`config.mk`:
```
export PLATFORM = sky130hd
export DESIGN_NAME = matrix_inverse_2x2_mod_top
export DESIGN_NICKNAME = d
export VERILOG_FILES = /design/src/rtl/mim_pkg.sv /design/src/rtl/matrix_inverse_2x2_mod_top.sv /design/src/rtl/mim_seq.sv /design/src/rtl/mim_dp.sv
export SDC_FILE = /design/constraint.sdc
export NUM_CORES = 1
export LEC_CHECK = 0
export BUFFER_PORTS_ARGS = -buffer_cell sky130_fd_sc_hd__buf_2
export CAP_MARGIN = 20
export CORE_MARGIN = 3
export CORE_UTILIZATION = 60
export DETAILED_ROUTE_END_ITERATION = 12
export PLACE_DENSITY_LB_ADDON = 0.3
export SETUP_SLACK_MARGIN = 0.1
export SLEW_MARGIN = 10
export SYNTH_ARGS = -nofsm -noshare
export SYNTH_HDL_FRONTEND = slang
export SYNTH_HIERARCHICAL = 1
export SYNTH_SLANG_ARGS = --single-unit
```
`constraint.sdc`:
```
create_clock -name clk -period 15.7 [get_ports clk]
set_input_delay 0 -clock clk [delete_from_list [all_inputs] [get_ports clk]]
set_output_delay 0 -clock clk [all_outputs]
set_load 0.05 [all_outputs]
```
`src/rtl/mim_pkg.sv`:
```
package mim_pkg;

    // Residues and matrix entries share one word width
    localparam int WORD_BITS  = 8;
    localparam int ENTRY_BITS = 8;
    localparam int MOD_BITS   = 9;
    localparam int BIT_CNT_W  = $clog2(WORD_BITS);
    localparam int PC_W       = 5;

    localparam logic [MOD_BITS-1:0] MOD_RESET = MOD_BITS'(26);
    localparam logic [MOD_BITS-1:0] MOD_MIN   = MOD_BITS'(2);
    localparam logic [MOD_BITS-1:0] MOD_MAX   = MOD_BITS'(256);

    // Datapath operations
    typedef enum logic [3:0] {
        OP_NOP,
        OP_LOAD,    // take one input beat into A..D
        OP_RED,     // dst = src_x mod m, one bit per cycle
        OP_MUL,     // dst = src_x * src_y mod m, one bit of src_y per cycle
        OP_SUBM,    // dst = (src_x - src_y) mod m
        OP_NEG,     // dst = (-src_x) mod m
        OP_SINIT,   // K = 1, T = DET
        OP_SRCH,    // one step of the inverse search
        OP_DONE,    // publish the inverse
        OP_FAIL     // publish a non-invertible result
    } op_t;

    // Working registers
    typedef enum logic [2:0] {
        SEL_A,
        SEL_B,
        SEL_C,
        SEL_D,
        SEL_DET,
        SEL_K,
        SEL_T
    } sel_t;

    // Condition that moves the step counter on
    typedef enum logic [2:0] {
        COND_ALWAYS,
        COND_IN_BEAT,
        COND_ITER_LAST,
        COND_FOUND,
        COND_OUT_FREE
    } cond_t;

    typedef struct packed {
        op_t              op;
        sel_t             dst;
        sel_t             src_x;
        sel_t             src_y;
        cond_t            cond;
        logic             branch;   // go to target when the search runs out
        logic             jump;     // go to target instead of the next step
        logic [PC_W-1:0]  target;
    } cw_t;

    typedef struct packed {
        cw_t                   cw;
        logic [BIT_CNT_W-1:0]  bit_cnt;
        logic                  last;
    } ctl_t;

    typedef struct packed {
        logic in_beat;
        logic found;
        logic exhausted;
        logic out_free;
    } stat_t;

    localparam logic [PC_W-1:0] PC_START = PC_W'(0);
    localparam logic [PC_W-1:0] PC_FAIL  = PC_W'(17);

    function automatic cw_t uc(op_t op, sel_t dst, sel_t sx, sel_t sy, cond_t cond,
                               logic branch, logic jump, logic [PC_W-1:0] target);
        cw_t w;
        w.op     = op;
        w.dst    = dst;
        w.src_x  = sx;
        w.src_y  = sy;
        w.cond   = cond;
        w.branch = branch;
        w.jump   = jump;
        w.target = target;
        return w;
    endfunction

    // Microprogram
    function automatic cw_t ucode_rom(logic [PC_W-1:0] pc);
        cw_t w;
        unique case (pc)
            PC_W'(0):  w = uc(OP_LOAD,  SEL_A,   SEL_A,   SEL_A, COND_IN_BEAT,   1'b0, 1'b0,
                              PC_START);
            PC_W'(1):  w = uc(OP_RED,   SEL_A,   SEL_A,   SEL_A, COND_ITER_LAST, 1'b0, 1'b0,
                              PC_START);
            PC_W'(2):  w = uc(OP_RED,   SEL_B,   SEL_B,   SEL_B, COND_ITER_LAST, 1'b0, 1'b0,
                              PC_START);
            PC_W'(3):  w = uc(OP_RED,   SEL_C,   SEL_C,   SEL_C, COND_ITER_LAST, 1'b0, 1'b0,
                              PC_START);
            PC_W'(4):  w = uc(OP_RED,   SEL_D,   SEL_D,   SEL_D, COND_ITER_LAST, 1'b0, 1'b0,
                              PC_START);
            PC_W'(5):  w = uc(OP_MUL,   SEL_T,   SEL_A,   SEL_D, COND_ITER_LAST, 1'b0, 1'b0,
                              PC_START);
            PC_W'(6):  w = uc(OP_MUL,   SEL_DET, SEL_B,   SEL_C, COND_ITER_LAST, 1'b0, 1'b0,
                              PC_START);
            PC_W'(7):  w = uc(OP_SUBM,  SEL_DET, SEL_T,   SEL_DET, COND_ALWAYS,  1'b0, 1'b0,
                              PC_START);
            PC_W'(8):  w = uc(OP_SINIT, SEL_K,   SEL_DET, SEL_K, COND_ALWAYS,    1'b0, 1'b0,
                              PC_START);
            PC_W'(9):  w = uc(OP_SRCH,  SEL_K,   SEL_DET, SEL_K, COND_FOUND,     1'b1, 1'b0,
                              PC_FAIL);
            PC_W'(10): w = uc(OP_NEG,   SEL_B,   SEL_B,   SEL_B, COND_ALWAYS,    1'b0, 1'b0,
                              PC_START);
            PC_W'(11): w = uc(OP_NEG,   SEL_C,   SEL_C,   SEL_C, COND_ALWAYS,    1'b0, 1'b0,
                              PC_START);
            PC_W'(12): w = uc(OP_MUL,   SEL_D,   SEL_D,   SEL_K, COND_ITER_LAST, 1'b0, 1'b0,
                              PC_START);
            PC_W'(13): w = uc(OP_MUL,   SEL_B,   SEL_B,   SEL_K, COND_ITER_LAST, 1'b0, 1'b0,
                              PC_START);
            PC_W'(14): w = uc(OP_MUL,   SEL_C,   SEL_C,   SEL_K, COND_ITER_LAST, 1'b0, 1'b0,
                              PC_START);
            PC_W'(15): w = uc(OP_MUL,   SEL_A,   SEL_A,   SEL_K, COND_ITER_LAST, 1'b0, 1'b0,
                              PC_START);
            PC_W'(16): w = uc(OP_DONE,  SEL_A,   SEL_A,   SEL_A, COND_OUT_FREE,  1'b0, 1'b1,
                              PC_START);
            PC_W'(17): w = uc(OP_FAIL,  SEL_A,   SEL_A,   SEL_A, COND_OUT_FREE,  1'b0, 1'b1,
                              PC_START);
            default:   w = uc(OP_NOP,   SEL_A,   SEL_A,   SEL_A, COND_ALWAYS,    1'b0, 1'b1,
                              PC_START);
        endcase
        return w;
    endfunction

endpackage

```
`src/rtl/matrix_inverse_2x2_mod_top.sv`:
```
// 2x2 key matrix inverse modulo a programmable modulus (Hill cipher key setup).
// Input channel: in_valid/in_ready, one beat carries the four matrix entries.
// Output channel: out_valid/out_ready, one beat carries the invertible flag,
// the determinant residue and the four inverse entries (zero if not invertible).
// Config: cfg_wr_en/cfg_wr_data write the modulus (reset 26; 0..1 act as 2,
// values above 256 act as 256). Write it only while no matrix is in flight.
// A microprogram steps a small modular datapath: four bit-serial reductions,
// two modular multiplies and a subtraction for the determinant, a linear
// search for the determinant inverse (one candidate per cycle), then two
// negations and four multiplies by that inverse. One matrix is worked on
// at a time, so a new input beat is taken only once the previous result has
// been handed to the output register; in_ready is high only while waiting for
// input. The result sits in an output register, so the next matrix is taken
// while a result still waits; a stalled receiver holds the block only once
// the following result is ready. Reset empties the output and returns the
// sequencer to waiting for input.
module matrix_inverse_2x2_mod_top
    import mim_pkg::*;
(
    input  logic                   clk,
    input  logic                   rst_n,
    input  logic                   cfg_wr_en,
    input  logic [MOD_BITS-1:0]    cfg_wr_data,
    input  logic                   in_valid,
    output logic                   in_ready,
    input  logic [ENTRY_BITS-1:0]  entry_top_left,
    input  logic [ENTRY_BITS-1:0]  entry_top_right,
    input  logic [ENTRY_BITS-1:0]  entry_bottom_left,
    input  logic [ENTRY_BITS-1:0]  entry_bottom_right,
    output logic                   out_valid,
    input  logic                   out_ready,
    output logic                   invertible,
    output logic [WORD_BITS-1:0]   det_residue,
    output logic [WORD_BITS-1:0]   inv_top_left,
    output logic [WORD_BITS-1:0]   inv_top_right,
    output logic [WORD_BITS-1:0]   inv_bottom_left,
    output logic [WORD_BITS-1:0]   inv_bottom_right
);

    ctl_t   ctl;
    stat_t  stat;

    // Step counter and microcode ROM
    mim_seq u_seq (
        .clk   (clk),
        .rst_n (rst_n),
        .stat  (stat),
        .ctl   (ctl)
    );

    // Modular datapath and channel registers
    mim_dp u_dp (
        .clk                (clk),
        .rst_n              (rst_n),
        .ctl                (ctl),
        .stat               (stat),
        .cfg_wr_en          (cfg_wr_en),
        .cfg_wr_data        (cfg_wr_data),
        .in_valid           (in_valid),
        .in_ready           (in_ready),
        .entry_top_left     (entry_top_left),
        .entry_top_right    (entry_top_right),
        .entry_bottom_left  (entry_bottom_left),
        .entry_bottom_right (entry_bottom_right),
        .out_valid          (out_valid),
        .out_ready          (out_ready),
        .invertible         (invertible),
        .det_residue        (det_residue),
        .inv_top_left       (inv_top_left),
        .inv_top_right      (inv_top_right),
        .inv_bottom_left    (inv_bottom_left),
        .inv_bottom_right   (inv_bottom_right)
    );

endmodule

```
`src/rtl/mim_seq.sv`:
```
module mim_seq
    import mim_pkg::*;
(
    input  logic   clk,
    input  logic   rst_n,
    input  stat_t  stat,
    output ctl_t   ctl
);

    logic [PC_W-1:0]       pc_reg;
    logic [PC_W-1:0]       pc_next;
    logic [BIT_CNT_W-1:0]  bit_cnt_reg;
    logic [BIT_CNT_W-1:0]  bit_cnt_next;
    cw_t                   cw;
    logic                  last;
    logic                  adv;

    // Control word fetch
    assign cw   = ucode_rom(pc_reg);
    assign last = (bit_cnt_reg == BIT_CNT_W'(WORD_BITS - 1));

    // Advance condition
    always_comb
    begin
        unique case (cw.cond)
            COND_ALWAYS:    adv = 1'b1;
            COND_IN_BEAT:   adv = stat.in_beat;
            COND_ITER_LAST: adv = last;
            COND_FOUND:     adv = stat.found;
            COND_OUT_FREE:  adv = stat.out_free;
            default:        adv = 1'b1;
        endcase
    end

    // Next step and bit counter
    always_comb
    begin
        pc_next = pc_reg;
        if (cw.branch && stat.exhausted)
            pc_next = cw.target;
        else if (adv)
            pc_next = cw.jump ? cw.target : pc_reg + PC_W'(1);

        if (cw.cond == COND_ITER_LAST && !adv)
            bit_cnt_next = bit_cnt_reg + BIT_CNT_W'(1);
        else
            bit_cnt_next = '0;
    end

    always_ff @(posedge clk or negedge rst_n)
    begin
        if (!rst_n)
        begin
            pc_reg      <= PC_START;
            bit_cnt_reg <= '0;
        end
        else
        begin
            pc_reg      <= pc_next;
            bit_cnt_reg <= bit_cnt_next;
        end
    end

    assign ctl.cw      = cw;
    assign ctl.bit_cnt = bit_cnt_reg;
    assign ctl.last    = last;

endmodule

```
`src/rtl/mim_dp.sv`:
```
module mim_dp
    import mim_pkg::*;
(
    input  logic                   clk,
    input  logic                   rst_n,
    input  ctl_t                   ctl,
    output stat_t                  stat,
    input  logic                   cfg_wr_en,
    input  logic [MOD_BITS-1:0]    cfg_wr_data,
    input  logic                   in_valid,
    output logic                   in_ready,
    input  logic [ENTRY_BITS-1:0]  entry_top_left,
    input  logic [ENTRY_BITS-1:0]  entry_top_right,
    input  logic [ENTRY_BITS-1:0]  entry_bottom_left,
    input  logic [ENTRY_BITS-1:0]  entry_bottom_right,
    output logic                   out_valid,
    input  logic                   out_ready,
    output logic                   invertible,
    output logic [WORD_BITS-1:0]   det_residue,
    output logic [WORD_BITS-1:0]   inv_top_left,
    output logic [WORD_BITS-1:0]   inv_top_right,
    output logic [WORD_BITS-1:0]   inv_bottom_left,
    output logic [WORD_BITS-1:0]   inv_bottom_right
);

    logic [MOD_BITS-1:0]   mod_reg;
    logic [MOD_BITS-1:0]   m_eff;

    logic [WORD_BITS-1:0]  a_reg, a_next;
    logic [WORD_BITS-1:0]  b_reg, b_next;
    logic [WORD_BITS-1:0]  c_reg, c_next;
    logic [WORD_BITS-1:0]  d_reg, d_next;
    logic [WORD_BITS-1:0]  det_reg, det_next;
    logic [WORD_BITS-1:0]  k_reg, k_next;
    logic [WORD_BITS-1:0]  t_reg, t_next;
    logic [WORD_BITS-1:0]  acc_reg, acc_next;

    logic                  out_valid_reg, out_valid_next;
    logic                  invertible_reg, invertible_next;
    logic [WORD_BITS-1:0]  det_out_reg, det_out_next;
    logic [WORD_BITS-1:0]  tl_reg, tl_next;
    logic [WORD_BITS-1:0]  tr_reg, tr_next;
    logic [WORD_BITS-1:0]  bl_reg, bl_next;
    logic [WORD_BITS-1:0]  br_reg, br_next;

    logic [WORD_BITS-1:0]  x_val;
    logic [WORD_BITS-1:0]  y_val;
    logic [WORD_BITS-1:0]  acc_in;
    logic [BIT_CNT_W-1:0]  scan_idx;
    logic [MOD_BITS-1:0]   red_t;
    logic [MOD_BITS:0]     mul_t;
    logic [MOD_BITS-1:0]   srch_sum;
    logic [MOD_BITS:0]     sub_t;
    logic [WORD_BITS-1:0]  red_res;
    logic [WORD_BITS-1:0]  mul_res;
    logic [WORD_BITS-1:0]  sub_res;
    logic [WORD_BITS-1:0]  neg_res;
    logic [WORD_BITS-1:0]  srch_res;
    logic                  wr_en;
    logic [WORD_BITS-1:0]  wr_data;
    logic                  out_free;
    logic                  found;
    logic                  at_end;

    // Modulus clamped to its working range
    always_comb
    begin
        if (mod_reg < MOD_MIN)
            m_eff = MOD_MIN;
        else if (mod_reg > MOD_MAX)
            m_eff = MOD_MAX;
        else
            m_eff = mod_reg;
    end

    // Operand selection
    always_comb
    begin
        case (ctl.cw.src_x)
            SEL_A:   x_val = a_reg;
            SEL_B:   x_val = b_reg;
            SEL_C:   x_val = c_reg;
            SEL_D:   x_val = d_reg;
            SEL_DET: x_val = det_reg;
            SEL_K:   x_val = k_reg;
            SEL_T:   x_val = t_reg;
            default: x_val = '0;
        endcase
    end

    always_comb
    begin
        case (ctl.cw.src_y)
            SEL_A:   y_val = a_reg;
            SEL_B:   y_val = b_reg;
            SEL_C:   y_val = c_reg;
            SEL_D:   y_val = d_reg;
            SEL_DET: y_val = det_reg;
            SEL_K:   y_val = k_reg;
            SEL_T:   y_val = t_reg;
            default: y_val = '0;
        endcase
    end

    // Arithmetic unit: one reduction or multiply step per cycle, plus subtract, negate and search add
    always_comb
    begin
        scan_idx = BIT_CNT_W'(WORD_BITS - 1) - ctl.bit_cnt;
        acc_in   = (ctl.bit_cnt == '0) ? '0 : acc_reg;

        // remainder, MSB first: r = 2r + bit
        red_t = {acc_in, x_val[scan_idx]};
        if (red_t >= m_eff)
            red_t = red_t - m_eff;
        red_res = red_t[WORD_BITS-1:0];

        // shift-and-add modular multiply: r = 2r + bit * x, kept below m
        mul_t = {1'b0, acc_in, 1'b0}
              + (y_val[scan_idx] ? {2'b00, x_val} : {(MOD_BITS+1){1'b0}});
        if (mul_t >= {m_eff, 1'b0})
            mul_t = mul_t - {m_eff, 1'b0};
        else if (mul_t >= {1'b0, m_eff})
            mul_t = mul_t - {1'b0, m_eff};
        mul_res = mul_t[WORD_BITS-1:0];

        // difference, wrapped into 0..m-1
        if (x_val >= y_val)
            sub_t = {2'b00, x_val} - {2'b00, y_val};
        else
            sub_t = {2'b00, x_val} + {1'b0, m_eff} - {2'b00, y_val};
        sub_res = sub_t[WORD_BITS-1:0];

        // negation
        neg_res = (x_val == '0) ? '0 : WORD_BITS'(m_eff - {1'b0, x_val});

        // running product det * k for the search
        srch_sum = {1'b0, t_reg} + {1'b0, det_reg};
        if (srch_sum >= m_eff)
            srch_sum = srch_sum - m_eff;
        srch_res = srch_sum[WORD_BITS-1:0];
    end

    // Search and output handshake status
    assign found    = (t_reg == WORD_BITS'(1));
    assign at_end   = ({1'b0, k_reg} == m_eff - MOD_BITS'(1));
    assign out_free = !out_valid_reg || out_ready;
    assign in_ready = (ctl.cw.op == OP_LOAD);

    assign stat.in_beat   = in_valid && in_ready;
    assign stat.found     = found;
    assign stat.exhausted = (ctl.cw.op == OP_SRCH) && !found && at_end;
    assign stat.out_free  = out_free;

    // Register-file write and special updates
    always_comb
    begin
        a_next   = a_reg;
        b_next   = b_reg;
        c_next   = c_reg;
        d_next   = d_reg;
        det_next = det_reg;
        k_next   = k_reg;
        t_next   = t_reg;
        acc_next = acc_reg;
        wr_en    = 1'b0;
        wr_data  = '0;

        out_valid_next  = out_valid_reg && !out_ready;
        invertible_next = invertible_reg;
        det_out_next    = det_out_reg;
        tl_next         = tl_reg;
        tr_next         = tr_reg;
        bl_next         = bl_reg;
        br_next         = br_reg;

        unique case (ctl.cw.op)
            OP_LOAD:
            begin
                if (in_valid)
                begin
                    a_next = WORD_BITS'(entry_top_left);
                    b_next = WORD_BITS'(entry_top_right);
                    c_next = WORD_BITS'(entry_bottom_left);
                    d_next = WORD_BITS'(entry_bottom_right);
                end
            end
            OP_RED:
            begin
                acc_next = red_res;
                wr_en    = ctl.last;
                wr_data  = red_res;
            end
            OP_MUL:
            begin
                acc_next = mul_res;
                wr_en    = ctl.last;
                wr_data  = mul_res;
            end
            OP_SUBM:
            begin
                wr_en   = 1'b1;
                wr_data = sub_res;
            end
            OP_NEG:
            begin
                wr_en   = 1'b1;
                wr_data = neg_res;
            end
            OP_SINIT:
            begin
                k_next = WORD_BITS'(1);
                t_next = det_reg;
            end
            OP_SRCH:
            begin
                if (!found && !at_end)
                begin
                    k_next = k_reg + WORD_BITS'(1);
                    t_next = srch_res;
                end
            end
            OP_DONE:
            begin
                if (out_free)
                begin
                    out_valid_next  = 1'b1;
                    invertible_next = 1'b1;
                    det_out_next    = det_reg;
                    tl_next         = d_reg;
                    tr_next         = b_reg;
                    bl_next         = c_reg;
                    br_next         = a_reg;
                end
            end
            OP_FAIL:
            begin
                if (out_free)
                begin
                    out_valid_next  = 1'b1;
                    invertible_next = 1'b0;
                    det_out_next    = det_reg;
                    tl_next         = '0;
                    tr_next         = '0;
                    bl_next         = '0;
                    br_next         = '0;
                end
            end
            default:
            begin
            end
        endcase

        if (wr_en)
        begin
            case (ctl.cw.dst)
                SEL_A:   a_next   = wr_data;
                SEL_B:   b_next   = wr_data;
                SEL_C:   c_next   = wr_data;
                SEL_D:   d_next   = wr_data;
                SEL_DET: det_next = wr_data;
                SEL_K:   k_next   = wr_data;
                SEL_T:   t_next   = wr_data;
                default: ;
            endcase
        end
    end

    // Control state
    always_ff @(posedge clk or negedge rst_n)
    begin
        if (!rst_n)
        begin
            mod_reg       <= MOD_RESET;
            out_valid_reg <= 1'b0;
        end
        else
        begin
            if (cfg_wr_en)
                mod_reg <= cfg_wr_data;
            out_valid_reg <= out_valid_next;
        end
    end

    // Payload
    always_ff @(posedge clk)
    begin
        a_reg          <= a_next;
        b_reg          <= b_next;
        c_reg          <= c_next;
        d_reg          <= d_next;
        det_reg        <= det_next;
        k_reg          <= k_next;
        t_reg          <= t_next;
        acc_reg        <= acc_next;
        invertible_reg <= invertible_next;
        det_out_reg    <= det_out_next;
        tl_reg         <= tl_next;
        tr_reg         <= tr_next;
        bl_reg         <= bl_next;
        br_reg         <= br_next;
    end

    assign out_valid        = out_valid_reg;
    assign invertible       = invertible_reg;
    assign det_residue      = det_out_reg;
    assign inv_top_left     = tl_reg;
    assign inv_top_right    = tr_reg;
    assign inv_bottom_left  = bl_reg;
    assign inv_bottom_right = br_reg;

endmodule
```
==> out/results.txt <==
status: completed
DRC viols: 0
Die X: 144 um
Critical Path Fanout Max: 14
largest net degree at the start of global routing: 35
Worst Path Arrival: 8660 ps
# diodes: 0
Setup violations, final: 0
CTS sink count: 123
area grow syn2layout: 14.5%
Worst path slowest cell: a21oi_1
1st-iter DRT viols: 1643
Post-layout nets: 1554
drt wl/cell: 21.6 um
RSZ-0062 raised after global routing: no
# Post-CTS Setup Buffers: 0
layout cell share with drive strength beyond 1: 16.0%
Final Critical Period: 8390 ps
FF/Latch Area: 3130 um2
most common cell after layout, fill and taps aside: nand2_1
number of buffers added on ports: 88
CTS tree: built
core area: 18300 um2
Multi-input gate area: 7670 um2
clock latency on the worst-skew pair: 440 ps
maxcap violations: 0
Root Driver: clkbuf_16
Core Rows: 49
first-pass GRT wire length: 54.1 mm
most frequent cells in the layout: nand2_1, o21ai_0, buf_2, ha_1, inv_1
drt pass-1 iters: 7
CTS Buf Count: 17
hold buffer count at cts: 50
Final Instance Count excl. Fillers: 1650
vias per cell: 6.62
final hold violations: 0
post-route cell area: 13000 um2
PostCTS Resize Cnt: 0
GPL Wtd Cong: 1.00
Rel. slew slack: 30.9%
vias in the first global route: 10100
Final ANT Viol Nets: 0
Gate Count Post-Synth: 1303
CP max stage delay: 810 ps
setup TNS: 0 ps
clk buf depth: 2
Worst Max-Slew Pin Slew: 1040 ps
Post-Syn Nets: 1449
Routed WL: 35.6 mm
Starting Density: 62.2%
All-Layer GR Usage: 33.7%
die area: 20600 um2
IO Pins: 89
fin. max-slew vios: 0
Required @ worst endpoint: 15970 ps
Hold WC Path Type: in2reg
fmax: 119 MHz
Worst Skew: 20.6 ps
DP Area: 11900 um2
startpoint type of the worst setup path: flop
initial antenna violation count: 0
Yosys warning count: 6
final worst-path cycle share: 53.5%
CP Class: reg2reg
syn_area_per_cell: 8.72 um2
critical path's most frequent cell: a21oi_1
CP Capture Type: flop
GRT overflow: 0
Clock transition at path regs: 70 ps
max reg flops: 9
die height: 144 um
Fillers: 1399
Mapped Area: 11400 um2
number of instances in the placed design: 1566
H-tree lvl count: 4
post-DP HPWL: 25.6 mm
DR vias: 10900
-- path summary, 6_finish.rpt --
kind,cells past startpoint,from,slack [ps],endpoint
setup / recovery,25,u_seq/pc_reg[1]$_DFFE_PN0P_,7310,u_dp/b_reg[4]$_DFF_P_
hold / removal,2,cfg_wr_en,20,u_dp/mod_reg[0]$_DFFE_PN0P_
setup reg to reg,25,u_seq/pc_reg[1]$_DFFE_PN0P_,7310,u_dp/b_reg[4]$_DFF_P_
hold reg to reg,2,u_dp/out_valid$_DFF_PN0_,570,u_dp/out_valid$_DFF_PN0_
max in group asynchronous,2,rst_n,15290,u_dp/mod_reg[1]$_DFFE_PN1P_
min in group asynchronous,2,rst_n,50,u_seq/pc_reg[3]$_DFFE_PN0P_
-- worst max-delay path, delay by kind of cell, from the launching register on --
kind | cells | cell delay [ps]
AOI/OAI and AO/OA | 15 | 4920
xor gates and xnor gates | 1 | 170
adders and majority gates | 4 | 1090
DFF | 1 | 560
muxes | 1 | 190
and+or+nand+nor | 4 | 1290
-- per-layer routing --
layer / share of wire, % / up-vias / global-route usage (%) / routed length [um]
li1: - / 5006 / - / -
met1: 41 / 5084 / 45.8 / 14400
met2: 44 / 679 / 52.3 / 15800
met3: 12 / 146 / 9.15 / 4100
met4: 3.6 / 0 / 11.4 / 1290
met5: 0 / - / 0 / 0
-- cell type report --
cell class                      count  share of cell area (%)
Clock buffer                       18                    3.37
Clock inverter                     14                    1.04
Inverter                           75                    2.16
Multi-Input combinational cell   1036                    58.9
Sequential cell                   123                    24.0
Tap cell                          229                    2.20
Timing Repair Buffer              155                    8.25
-- through the flow --
step	setup WS, ps	util [%]	hold slack [ps]
2_1_floorplan	9080	-	-296
3_3_place_gp	7560	65.2	-33.7
3_5_place_dp	7310	65.2	-28.0
4_1_cts	7280	71.1	17.3
5_1_grt	6620	71.2	48.7
6_report	7310	71.2	23.4
Power is left out: the tool's default activity adds up to more than one toggle a clock period on the data nets, which glitch-free logic cannot reach.
